[src/hw/rtl/md5bsh_pkg.sv]
// md5bsh_pkg: item types and md5 constants for the byte stream hasher
// no dependencies; imported by the top level, the port checker and the testbench

package md5bsh_pkg;

    typedef struct packed {
        logic [7:0] data_byte;
        logic [3:0] valid_bits;
        logic       end_of_message;
    } t_in_item;

    typedef struct packed {
        logic [31:0] digest_word;
        logic [1:0]  word_index;
        logic        last_word;
        logic        error;
    } t_out_item;

    localparam logic [31:0] INIT_A = 32'h67452301;
    localparam logic [31:0] INIT_B = 32'hefcdab89;
    localparam logic [31:0] INIT_C = 32'h98badcfe;
    localparam logic [31:0] INIT_D = 32'h10325476;

    localparam logic [7:0] MARK_BYTE = 8'h80;
    localparam logic [3:0] FULL_BITS = 4'd8;
    localparam logic [1:0] LAST_INDEX = 2'd3;

    localparam logic [31:0] ROUND_K [64] = '{
        32'hd76aa478, 32'he8c7b756, 32'h242070db, 32'hc1bdceee,
        32'hf57c0faf, 32'h4787c62a, 32'ha8304613, 32'hfd469501,
        32'h698098d8, 32'h8b44f7af, 32'hffff5bb1, 32'h895cd7be,
        32'h6b901122, 32'hfd987193, 32'ha679438e, 32'h49b40821,
        32'hf61e2562, 32'hc040b340, 32'h265e5a51, 32'he9b6c7aa,
        32'hd62f105d, 32'h02441453, 32'hd8a1e681, 32'he7d3fbc8,
        32'h21e1cde6, 32'hc33707d6, 32'hf4d50d87, 32'h455a14ed,
        32'ha9e3e905, 32'hfcefa3f8, 32'h676f02d9, 32'h8d2a4c8a,
        32'hfffa3942, 32'h8771f681, 32'h6d9d6122, 32'hfde5380c,
        32'ha4beea44, 32'h4bdecfa9, 32'hf6bb4b60, 32'hbebfbc70,
        32'h289b7ec6, 32'heaa127fa, 32'hd4ef3085, 32'h04881d05,
        32'hd9d4d039, 32'he6db99e5, 32'h1fa27cf8, 32'hc4ac5665,
        32'hf4292244, 32'h432aff97, 32'hab9423a7, 32'hfc93a039,
        32'h655b59c3, 32'h8f0ccc92, 32'hffeff47d, 32'h85845dd1,
        32'h6fa87e4f, 32'hfe2ce6e0, 32'ha3014314, 32'h4e0811a1,
        32'hf7537e82, 32'hbd3af235, 32'h2ad7d2bb, 32'heb86d391
    };

    localparam logic [4:0] ROT_AMT [16] = '{
        5'd7, 5'd12, 5'd17, 5'd22, 5'd5, 5'd9, 5'd14, 5'd20,
        5'd4, 5'd11, 5'd16, 5'd23, 5'd6, 5'd10, 5'd15, 5'd21
    };

    // rotate amount depends on the round group and the low two round bits
    function automatic logic [4:0] rot_amount(input logic [5:0] rnd);
        return ROT_AMT[{rnd[5:4], rnd[1:0]}];
    endfunction

    // message word used by a round
    function automatic logic [3:0] word_sel(input logic [5:0] rnd);
        logic [3:0] sel;
        unique case (rnd[5:4])
            2'd0:    sel = rnd[3:0];
            2'd1:    sel = 4'(rnd[3:0] * 4'd5 + 4'd1);
            2'd2:    sel = 4'(rnd[3:0] * 4'd3 + 4'd5);
            default: sel = 4'(rnd[3:0] * 4'd7);
        endcase
        return sel;
    endfunction

endpackage

[src/hw/rtl/md5_byte_stream_hasher_top.sv]
// md5 byte stream hasher: block buffer memory, round sequencer, padding and digest output
// depends on md5bsh_pkg
//
//  channel | dir | handshake                 | payload
//  --------+-----+---------------------------+------------------------------
//  in      | in  | i_in_valid / o_in_stall   | i_in_item  (t_in_item)
//  out     | out | o_out_valid / i_out_stall | o_out_item (t_out_item)
//
// a byte item is taken every cycle while the buffer fills; the 64th byte of a block
// starts a compression (read preload, 64 rounds on one shared round unit
// fed by the 16x32 buffer memory, chain add) during which o_in_stall is high.
// a clean final item pads one byte a cycle to the block end and runs one or two compressions;
// an errored one skips both; then the four digest words go out on consecutive accepted cycles.
// reset is synchronous and needs no clearing pass; the out channel may stall at any time.

module md5_byte_stream_hasher_top
    import md5bsh_pkg::*;
(
    input  logic      i_clk,
    input  logic      i_rst_n,
    input  logic      i_in_valid,
    input  t_in_item  i_in_item,
    output logic      o_in_stall,
    output logic      o_out_valid,
    input  logic      i_out_stall,
    output t_out_item o_out_item
);

    typedef enum logic [2:0] {S_RUN, S_COMP, S_FIN, S_PAD, S_OUT} t_state;

    t_state      r_state;
    logic [31:0] r_chain [4];
    logic [63:0] r_bits;
    logic        r_err;
    logic        r_padding;
    logic        r_pend_two;
    logic [7:0]  r_pend_data;
    logic [7:0]  r_mark;
    logic        r_mark_done;
    logic        r_len_ok;
    logic [5:0]  r_pad_idx;
    logic [63:0] r_total;
    logic [6:0]  r_rnd;
    logic [31:0] r_a, r_b, r_c, r_d;
    logic [1:0]  r_oidx;

    // block buffer, little-endian bytes within each message word
    logic [31:0] r_mem [16];
    logic [31:0] r_rd_word;

    logic        in_acc, out_acc, clr;
    logic        full, over;
    logic [5:0]  app_idx;
    logic [2:0]  nshort;
    logic        wr_en;
    logic [5:0]  wr_addr;
    logic [7:0]  wr_byte, fill_byte;
    logic [3:0]  rd_addr;
    logic [5:0]  ri;
    logic [31:0] f, t;
    logic [63:0] t_dbl;

    assign o_in_stall = (r_state != S_RUN);
    assign in_acc     = i_in_valid && (r_state == S_RUN);
    assign out_acc    = o_out_valid && !i_out_stall;
    assign clr        = out_acc && (r_oidx == LAST_INDEX);

    assign full    = (i_in_item.valid_bits == FULL_BITS);
    assign over    = (i_in_item.valid_bits > FULL_BITS);
    assign nshort  = i_in_item.valid_bits[2:0];
    assign app_idx = r_bits[8:3];

    always_comb begin
        if (r_pend_two) begin
            fill_byte = r_pend_data;
        end else if (!r_mark_done) begin
            fill_byte = r_mark;
        end else if (r_len_ok && (r_pad_idx[5:3] == 3'd7)) begin
            fill_byte = r_total[{r_pad_idx[2:0], 3'b000} +: 8];
        end else begin
            fill_byte = 8'h00;
        end
    end

    always_comb begin
        wr_en   = 1'b0;
        wr_addr = r_pad_idx;
        wr_byte = fill_byte;
        if (r_state == S_PAD) begin
            wr_en = 1'b1;
        end else if (in_acc && !i_in_item.end_of_message && !r_err && full) begin
            wr_en   = 1'b1;
            wr_addr = app_idx;
            wr_byte = i_in_item.data_byte;
        end
    end

    // read for round r_rnd is issued in the cycle before its use
    assign rd_addr = word_sel(r_rnd[5:0]);

    always_ff @(posedge i_clk) begin
        if (wr_en) begin
            r_mem[wr_addr[5:2]][{wr_addr[1:0], 3'b000} +: 8] <= wr_byte;
        end
        r_rd_word <= r_mem[rd_addr];
    end

    // one md5 round
    assign ri = 6'(r_rnd[5:0] - 6'd1);

    always_comb begin
        unique case (ri[5:4])
            2'd0:    f = (r_b & r_c) | (~r_b & r_d);
            2'd1:    f = (r_b & r_d) | (r_c & ~r_d);
            2'd2:    f = r_b ^ r_c ^ r_d;
            default: f = r_c ^ (r_b | ~r_d);
        endcase
    end

    assign t     = r_a + f + r_rd_word + ROUND_K[ri];
    assign t_dbl = {t, t} << rot_amount(ri);

    always_ff @(posedge i_clk) begin
        if (!i_rst_n || clr) begin
            r_state     <= S_RUN;
            r_chain[0]  <= INIT_A;
            r_chain[1]  <= INIT_B;
            r_chain[2]  <= INIT_C;
            r_chain[3]  <= INIT_D;
            r_bits      <= '0;
            r_err       <= 1'b0;
            r_padding   <= 1'b0;
            r_pend_two  <= 1'b0;
            r_mark_done <= 1'b0;
            r_len_ok    <= 1'b0;
            r_rnd       <= '0;
            r_oidx      <= '0;
        end else begin
            unique case (r_state)
                S_RUN: begin
                    if (in_acc) begin
                        if (!i_in_item.end_of_message) begin
                            if (!r_err) begin
                                if (full) begin
                                    r_bits <= r_bits + 64'd8;
                                    if (app_idx == 6'd63) begin
                                        r_rnd   <= '0;
                                        r_state <= S_COMP;
                                    end
                                end else begin
                                    r_err <= 1'b1;
                                end
                            end
                        end else if (r_err || over) begin
                            r_err   <= 1'b1;
                            r_oidx  <= '0;
                            r_state <= S_OUT;
                        end else begin
                            r_padding   <= 1'b1;
                            r_pad_idx   <= app_idx;
                            r_pend_two  <= full;
                            r_pend_data <= i_in_item.data_byte;
                            r_mark      <= full ? MARK_BYTE :
                                ((i_in_item.data_byte & ~(8'hff >> nshort))
                                 | (MARK_BYTE >> nshort));
                            r_mark_done <= 1'b0;
                            r_len_ok    <= 1'b0;
                            r_total     <= r_bits + {60'd0, i_in_item.valid_bits};
                            r_state     <= S_PAD;
                        end
                    end
                end
                S_PAD: begin
                    if (r_pend_two) begin
                        r_pend_two <= 1'b0;
                    end else if (!r_mark_done) begin
                        r_mark_done <= 1'b1;
                        // length fits behind the mark only if the mark lands before byte 56
                        r_len_ok    <= (r_pad_idx[5:3] != 3'd7);
                    end
                    r_pad_idx <= 6'(r_pad_idx + 6'd1);
                    if (r_pad_idx == 6'd63) begin
                        r_rnd   <= '0;
                        r_state <= S_COMP;
                    end
                end
                S_COMP: begin
                    if (r_rnd == 7'd0) begin
                        r_a <= r_chain[0];
                        r_b <= r_chain[1];
                        r_c <= r_chain[2];
                        r_d <= r_chain[3];
                    end else begin
                        r_a <= r_d;
                        r_d <= r_c;
                        r_c <= r_b;
                        r_b <= r_b + t_dbl[63:32];
                    end
                    r_rnd <= 7'(r_rnd + 7'd1);
                    if (r_rnd == 7'd64) begin
                        r_state <= S_FIN;
                    end
                end
                S_FIN: begin
                    r_chain[0] <= r_chain[0] + r_a;
                    r_chain[1] <= r_chain[1] + r_b;
                    r_chain[2] <= r_chain[2] + r_c;
                    r_chain[3] <= r_chain[3] + r_d;
                    if (!r_padding) begin
                        r_state <= S_RUN;
                    end else if (r_len_ok) begin
                        r_oidx  <= '0;
                        r_state <= S_OUT;
                    end else begin
                        // extra block: length goes at its end once the mark is out
                        r_len_ok <= r_mark_done;
                        r_state  <= S_PAD;
                    end
                end
                S_OUT: begin
                    if (out_acc) begin
                        r_oidx <= 2'(r_oidx + 2'd1);
                    end
                end
                default: r_state <= S_RUN;
            endcase
        end
    end

    assign o_out_valid            = (r_state == S_OUT);
    assign o_out_item.digest_word = r_err ? 32'd0 : r_chain[r_oidx];
    assign o_out_item.word_index  = r_oidx;
    assign o_out_item.last_word   = (r_oidx == LAST_INDEX);
    assign o_out_item.error       = r_err;

endmodule

[config.mk]
export PLATFORM = sky130hd
export DESIGN_NAME = md5_byte_stream_hasher_top
export DESIGN_NICKNAME = d
export VERILOG_FILES = /design/src/hw/rtl/md5bsh_pkg.sv /design/src/hw/rtl/md5_byte_stream_hasher_top.sv
export SDC_FILE = /design/constraint.sdc
export NUM_CORES = 2
export LEC_CHECK = 0
export BUFFER_PORTS_ARGS = -buffer_cell sky130_fd_sc_hd__buf_2
export CAP_MARGIN = 25
export CORE_MARGIN = 4
export CORE_UTILIZATION = 40
export DETAILED_ROUTE_END_ITERATION = 16
export SKIP_LAST_GASP = 1
export SYNTH_ARGS = -nofsm -noshare
export SYNTH_HDL_FRONTEND = slang
export SYNTH_SLANG_ARGS = --single-unit
[constraint.sdc]
create_clock -name i_clk -period 28.3 [get_ports i_clk]
set_input_delay 1.415 -clock i_clk [delete_from_list [all_inputs] [get_ports i_clk]]
set_output_delay 1.415 -clock i_clk [all_outputs]
set_load 0.03 [all_outputs]
==> insert_results.sql <==
INSERT INTO impl_metrics (metric_group, metric, value, unit) VALUES
('setup_path', 'arrival', '12.57', 'ns'),
('setup_path', 'r2r_slack', '16.21', 'ns'),
('sta', 'timing.final.max_slew_violations', '0', ''),
('final_layout', 'layout_cells_sized_above_1', '10.5', '%'),
('floorplan', 'fp.dieArea', '150000', 'µm²'),
('global_routing', 'grt.total_usage', '22.5', '%'),
('cts', 'tritoncts_num_sinks', '966', ''),
('sta', 'fin_tns_setup', '0', 'ns'),
('setup_path', 'critical_path.max_stage_delay', '0.70', 'ns'),
('global_routing', 'number_of_antenna_violations_at_the_first_check_in_global_routing', '8', ''),
('cts', 'hold_buffers', '0', ''),
('detailed_routing', 'detail_route.first_pass.iterations', '6', ''),
('synth', 'number_of_flops_mapped_to_enable_cells_by_yosys', '854', ''),
('detailed_routing', 'detail-route-antenna-nets', '0', ''),
('setup_path', 'timing_worst_setup_path_type', 'reg2reg', ''),
('synth', 'synthDominantAreaCellType', 'edfxtp_1', ''),
('cts', 'count_of_h_tree_levels_built_during_cts', '3', ''),
('global_routing', 'grt_first_pass_wirelength', '261000', 'µm'),
('final_layout', 'synthToLayoutAreaGrowth', '10.2', '%'),
('setup_path', 'critPathMaxFanout', '56', ''),
('cts', 'post_cts_resized', '0', ''),
('setup_path', 'worstSetupEndpointType', 'flop', ''),
('setup_path', 'cpMaxStageDelayCell', 'dfxtp_1', ''),
('detailed_routing', 'routed_wirelength', '174000', 'µm'),
('sta', 'whs', '0.498', 'ns'),
('cts', 'number_of_clock_buffers_inserted_by_tritoncts', '103', ''),
('synth', 'predominant_post_synthesis_flop_cell', 'edfxtp_1', ''),
('place', 'placed_cells', '7039', ''),
('setup_path', 'cp_data_required_time', '28.78', 'ns'),
('synth', 'syn-mean-instance-area', '10.8', 'µm²'),
('synth', 'synthesis.area', '57500', 'µm²'),
('floorplan', 'coreArea', '142000', 'µm²'),
('global_routing', 'gr-total-overflow', '0', ''),
('min_path', 'hp-class', 'reg2reg', ''),
('detailed_routing', 'detail_route.drc_violations', '0', ''),
('final_layout', 'area_of_the_multi_input_gates', '27900', 'µm²'),
('floorplan', 'height_of_the_chip', '387', 'µm'),
('cts', 'path_clk_slew', '0.07', 'ns'),
('final_layout', 'seqCellArea', '27900', 'µm²'),
('floorplan', 'io_pins', '55', ''),
('sta', 'max-slew-margin-rel', '22.3', '%'),
('detailed_routing', 'vias_per_cell', '5.83', ''),
('final_layout', 'final_common_cell', 'edfxtp_1', ''),
('synth', 'postSynthRegisterBits', '966', ''),
('sta', 'setup_viol_count_final', '0', ''),
('cts', 'cts-root-to-sink-buffers', '3', ''),
('detailed_routing', 'drt_iter0_drc', '4163', ''),
('synth', 'post_synth_inst_count', '5300', ''),
('sta', 'timing.final.hold_violations', '0', ''),
('cts', 'cts_root_buf', 'clkbuf_16', ''),
('sta', 'setup_repair_after_global_routing_missed_its_margin', 'no', ''),
('sta', 'crit_path_time_final', '12.09', 'ns'),
('status', 'status', 'completed', ''),
('setup_path', 'kind_of_launch_point_of_the_worst_setup_path', 'flop', ''),
('floorplan', 'die_width', '387', 'µm'),
('place', 'detailedPlacementHpwl', '124000', 'µm'),
('synth', 'synth.area.top_cells', 'edfxtp_1 45%, mux4_2 7.2%, ha_1 4.9%', ''),
('synth', 'synth_warn', '0', ''),
('synth', 'synth_fp_nets', '5611', ''),
('cts', 'clock_insertion_delay_worst_skew', '0.75', 'ns'),
('detailed_routing', 'dr_total_vias', '42300', ''),
('final_layout', 'layout.cells.non_filler', '7258', ''),
('place', 'numPortBuffers', '54', ''),
('place', 'gp_routability_congestion', '0.974', ''),
('final_layout', 'filler_cell_count', '13200', ''),
('sta', 'timing_worst_slew_pin_value', '1.17', 'ns'),
('detailed_routing', 'routed_wire_length_per_instance', '24.0', 'µm'),
('floorplan', 'initial_utilization', '40.5', '%'),
('sta', 'max_freq', '82.7', 'MHz'),
('synth', 'ys_types', '94', ''),
('synth', 'synth_seq_area_share', '48.5', '%'),
('flow_run', 'drv.max_cap_violation_count', '0', ''),
('synth', 'async_reset_ff_share', '0', '%'),
('global_routing', 'via_count_of_the_first_global_routing_pass', '40600', ''),
('sta', 'finClkSkew', '0.0685', 'ns'),
('floorplan', 'floorplan.rows', '138', ''),
('final_layout', 'mostFrequentLayoutCells', '854 x edfxtp_1, 669 x nand2_1, 556 x nor2_1', ''),
('final_layout', 'finalNetCount', '5587', ''),
('sta', 'final.period_utilization', '42.7', '%'),
('global_routing', 'grt_max_degree', '81', ''),
('cts', 'cts_tree', 'built', ''),
('synth', 'yosys.area.top_type_share', '44.6', '%'),
('cts', 'post-cts-setup-buffers', '0', '');
synth_stat cells, types with 41 or more instances:
cell	n
nor2_1	560
o21ai_0	226
a211oi_1	78
mux4_2	185
nor3_1	90
nand2_1	672
nand3_1	98
edfxtp_1	854
dfxtp_1	112
o22ai_1	50
nand4_1	41
xor2_1	136
ha_1	223
fa_1	71
mux2i_1	114
buf_1	56
and3_1	51
a31oi_1	76
nor2b_1	98
inv_1	203
a21oi_1	339
clkbuf_1	191
xnor2_1	186
a21o_1	113
stage by stage:
step           worst slack [ns]  instance area [µm²]  utilization, %
6_report                  16.21                63300            44.6
5_1_grt                   15.50                63300            44.6
4_1_cts                   16.42                63100            44.4
3_5_place_dp              16.48                59700            42.0
3_3_place_gp              16.67                59600            42.0
2_1_floorplan             18.44                57500               -
state kept, by name, summed over array words and instances, names as in the netlist, 61 cells and up, named ones only:
signal / flops
r_total: 64
r_bits: 61
r_mem: 512
r_chain: 128
layer usage:
| metal | GRT usage [%] | vias up | wire (µm) |
|---|---|---|---|
| li1 | - | 19500 | - |
| met1 | 30.3 | 21000 | 74000 |
| met2 | 36.9 | 1491 | 82400 |
| met3 | 3.43 | 331 | 11100 |
| met4 | 8.26 | 2 | 6600 |
| met5 | 0 | - | 13 |
layout make-up:
cell class                 count  share of cell area, %
clock inverter                70                   1.13
multi-input combinational   3864                   44.1
clock buffer                 125                   4.30
sequential                   966                   44.0
tap                         1890                   3.73
antenna                        2                0.00790
timing repair buffer         136                   1.49
inverter                     205                   1.21
worst max-delay path, delay by kind of cell, from the launching register on:
family	cells	cell delay, ns
adders and majority gates	6	2.37
buffers and inverters	4	1.35
muxes	4	1.14
AOI/OAI and AO/OA	17	4.22
DFF	1	0.70
and+or+nand+nor	6	1.77
xor gates and xnor gates	1	0.19
path summary, 6_finish.rpt:
path                   start         end  depth (start not counted)
hold / removal    r_bits[63]  r_bits[63]                          2
setup reg to reg    r_rnd[1]     r_b[31]                         38
setup / recovery    r_rnd[1]     r_b[31]                         38
hold reg to reg   r_bits[63]  r_bits[63]                          2
kinds of logic after synthesis:
| logic type | after synthesis | share of synthesized area [%] |
|---|---|---|
| XOR/XNOR | 323 | 4.95 |
| AO/OA/AOI/OAI | 1139 | 12.5 |
| adder cells (fa/ha/maj) | 294 | 7.33 |
| buffers and inverters | 470 | 3.14 |
| multiplexers | 322 | 9.68 |
| flip-flops | 966 | 48.5 |
| AND/OR/NAND/NOR | 1786 | 13.9 |
Power is not shown: default switching activity piles up to over one toggle a cycle in this logic, so the estimate is an artifact.
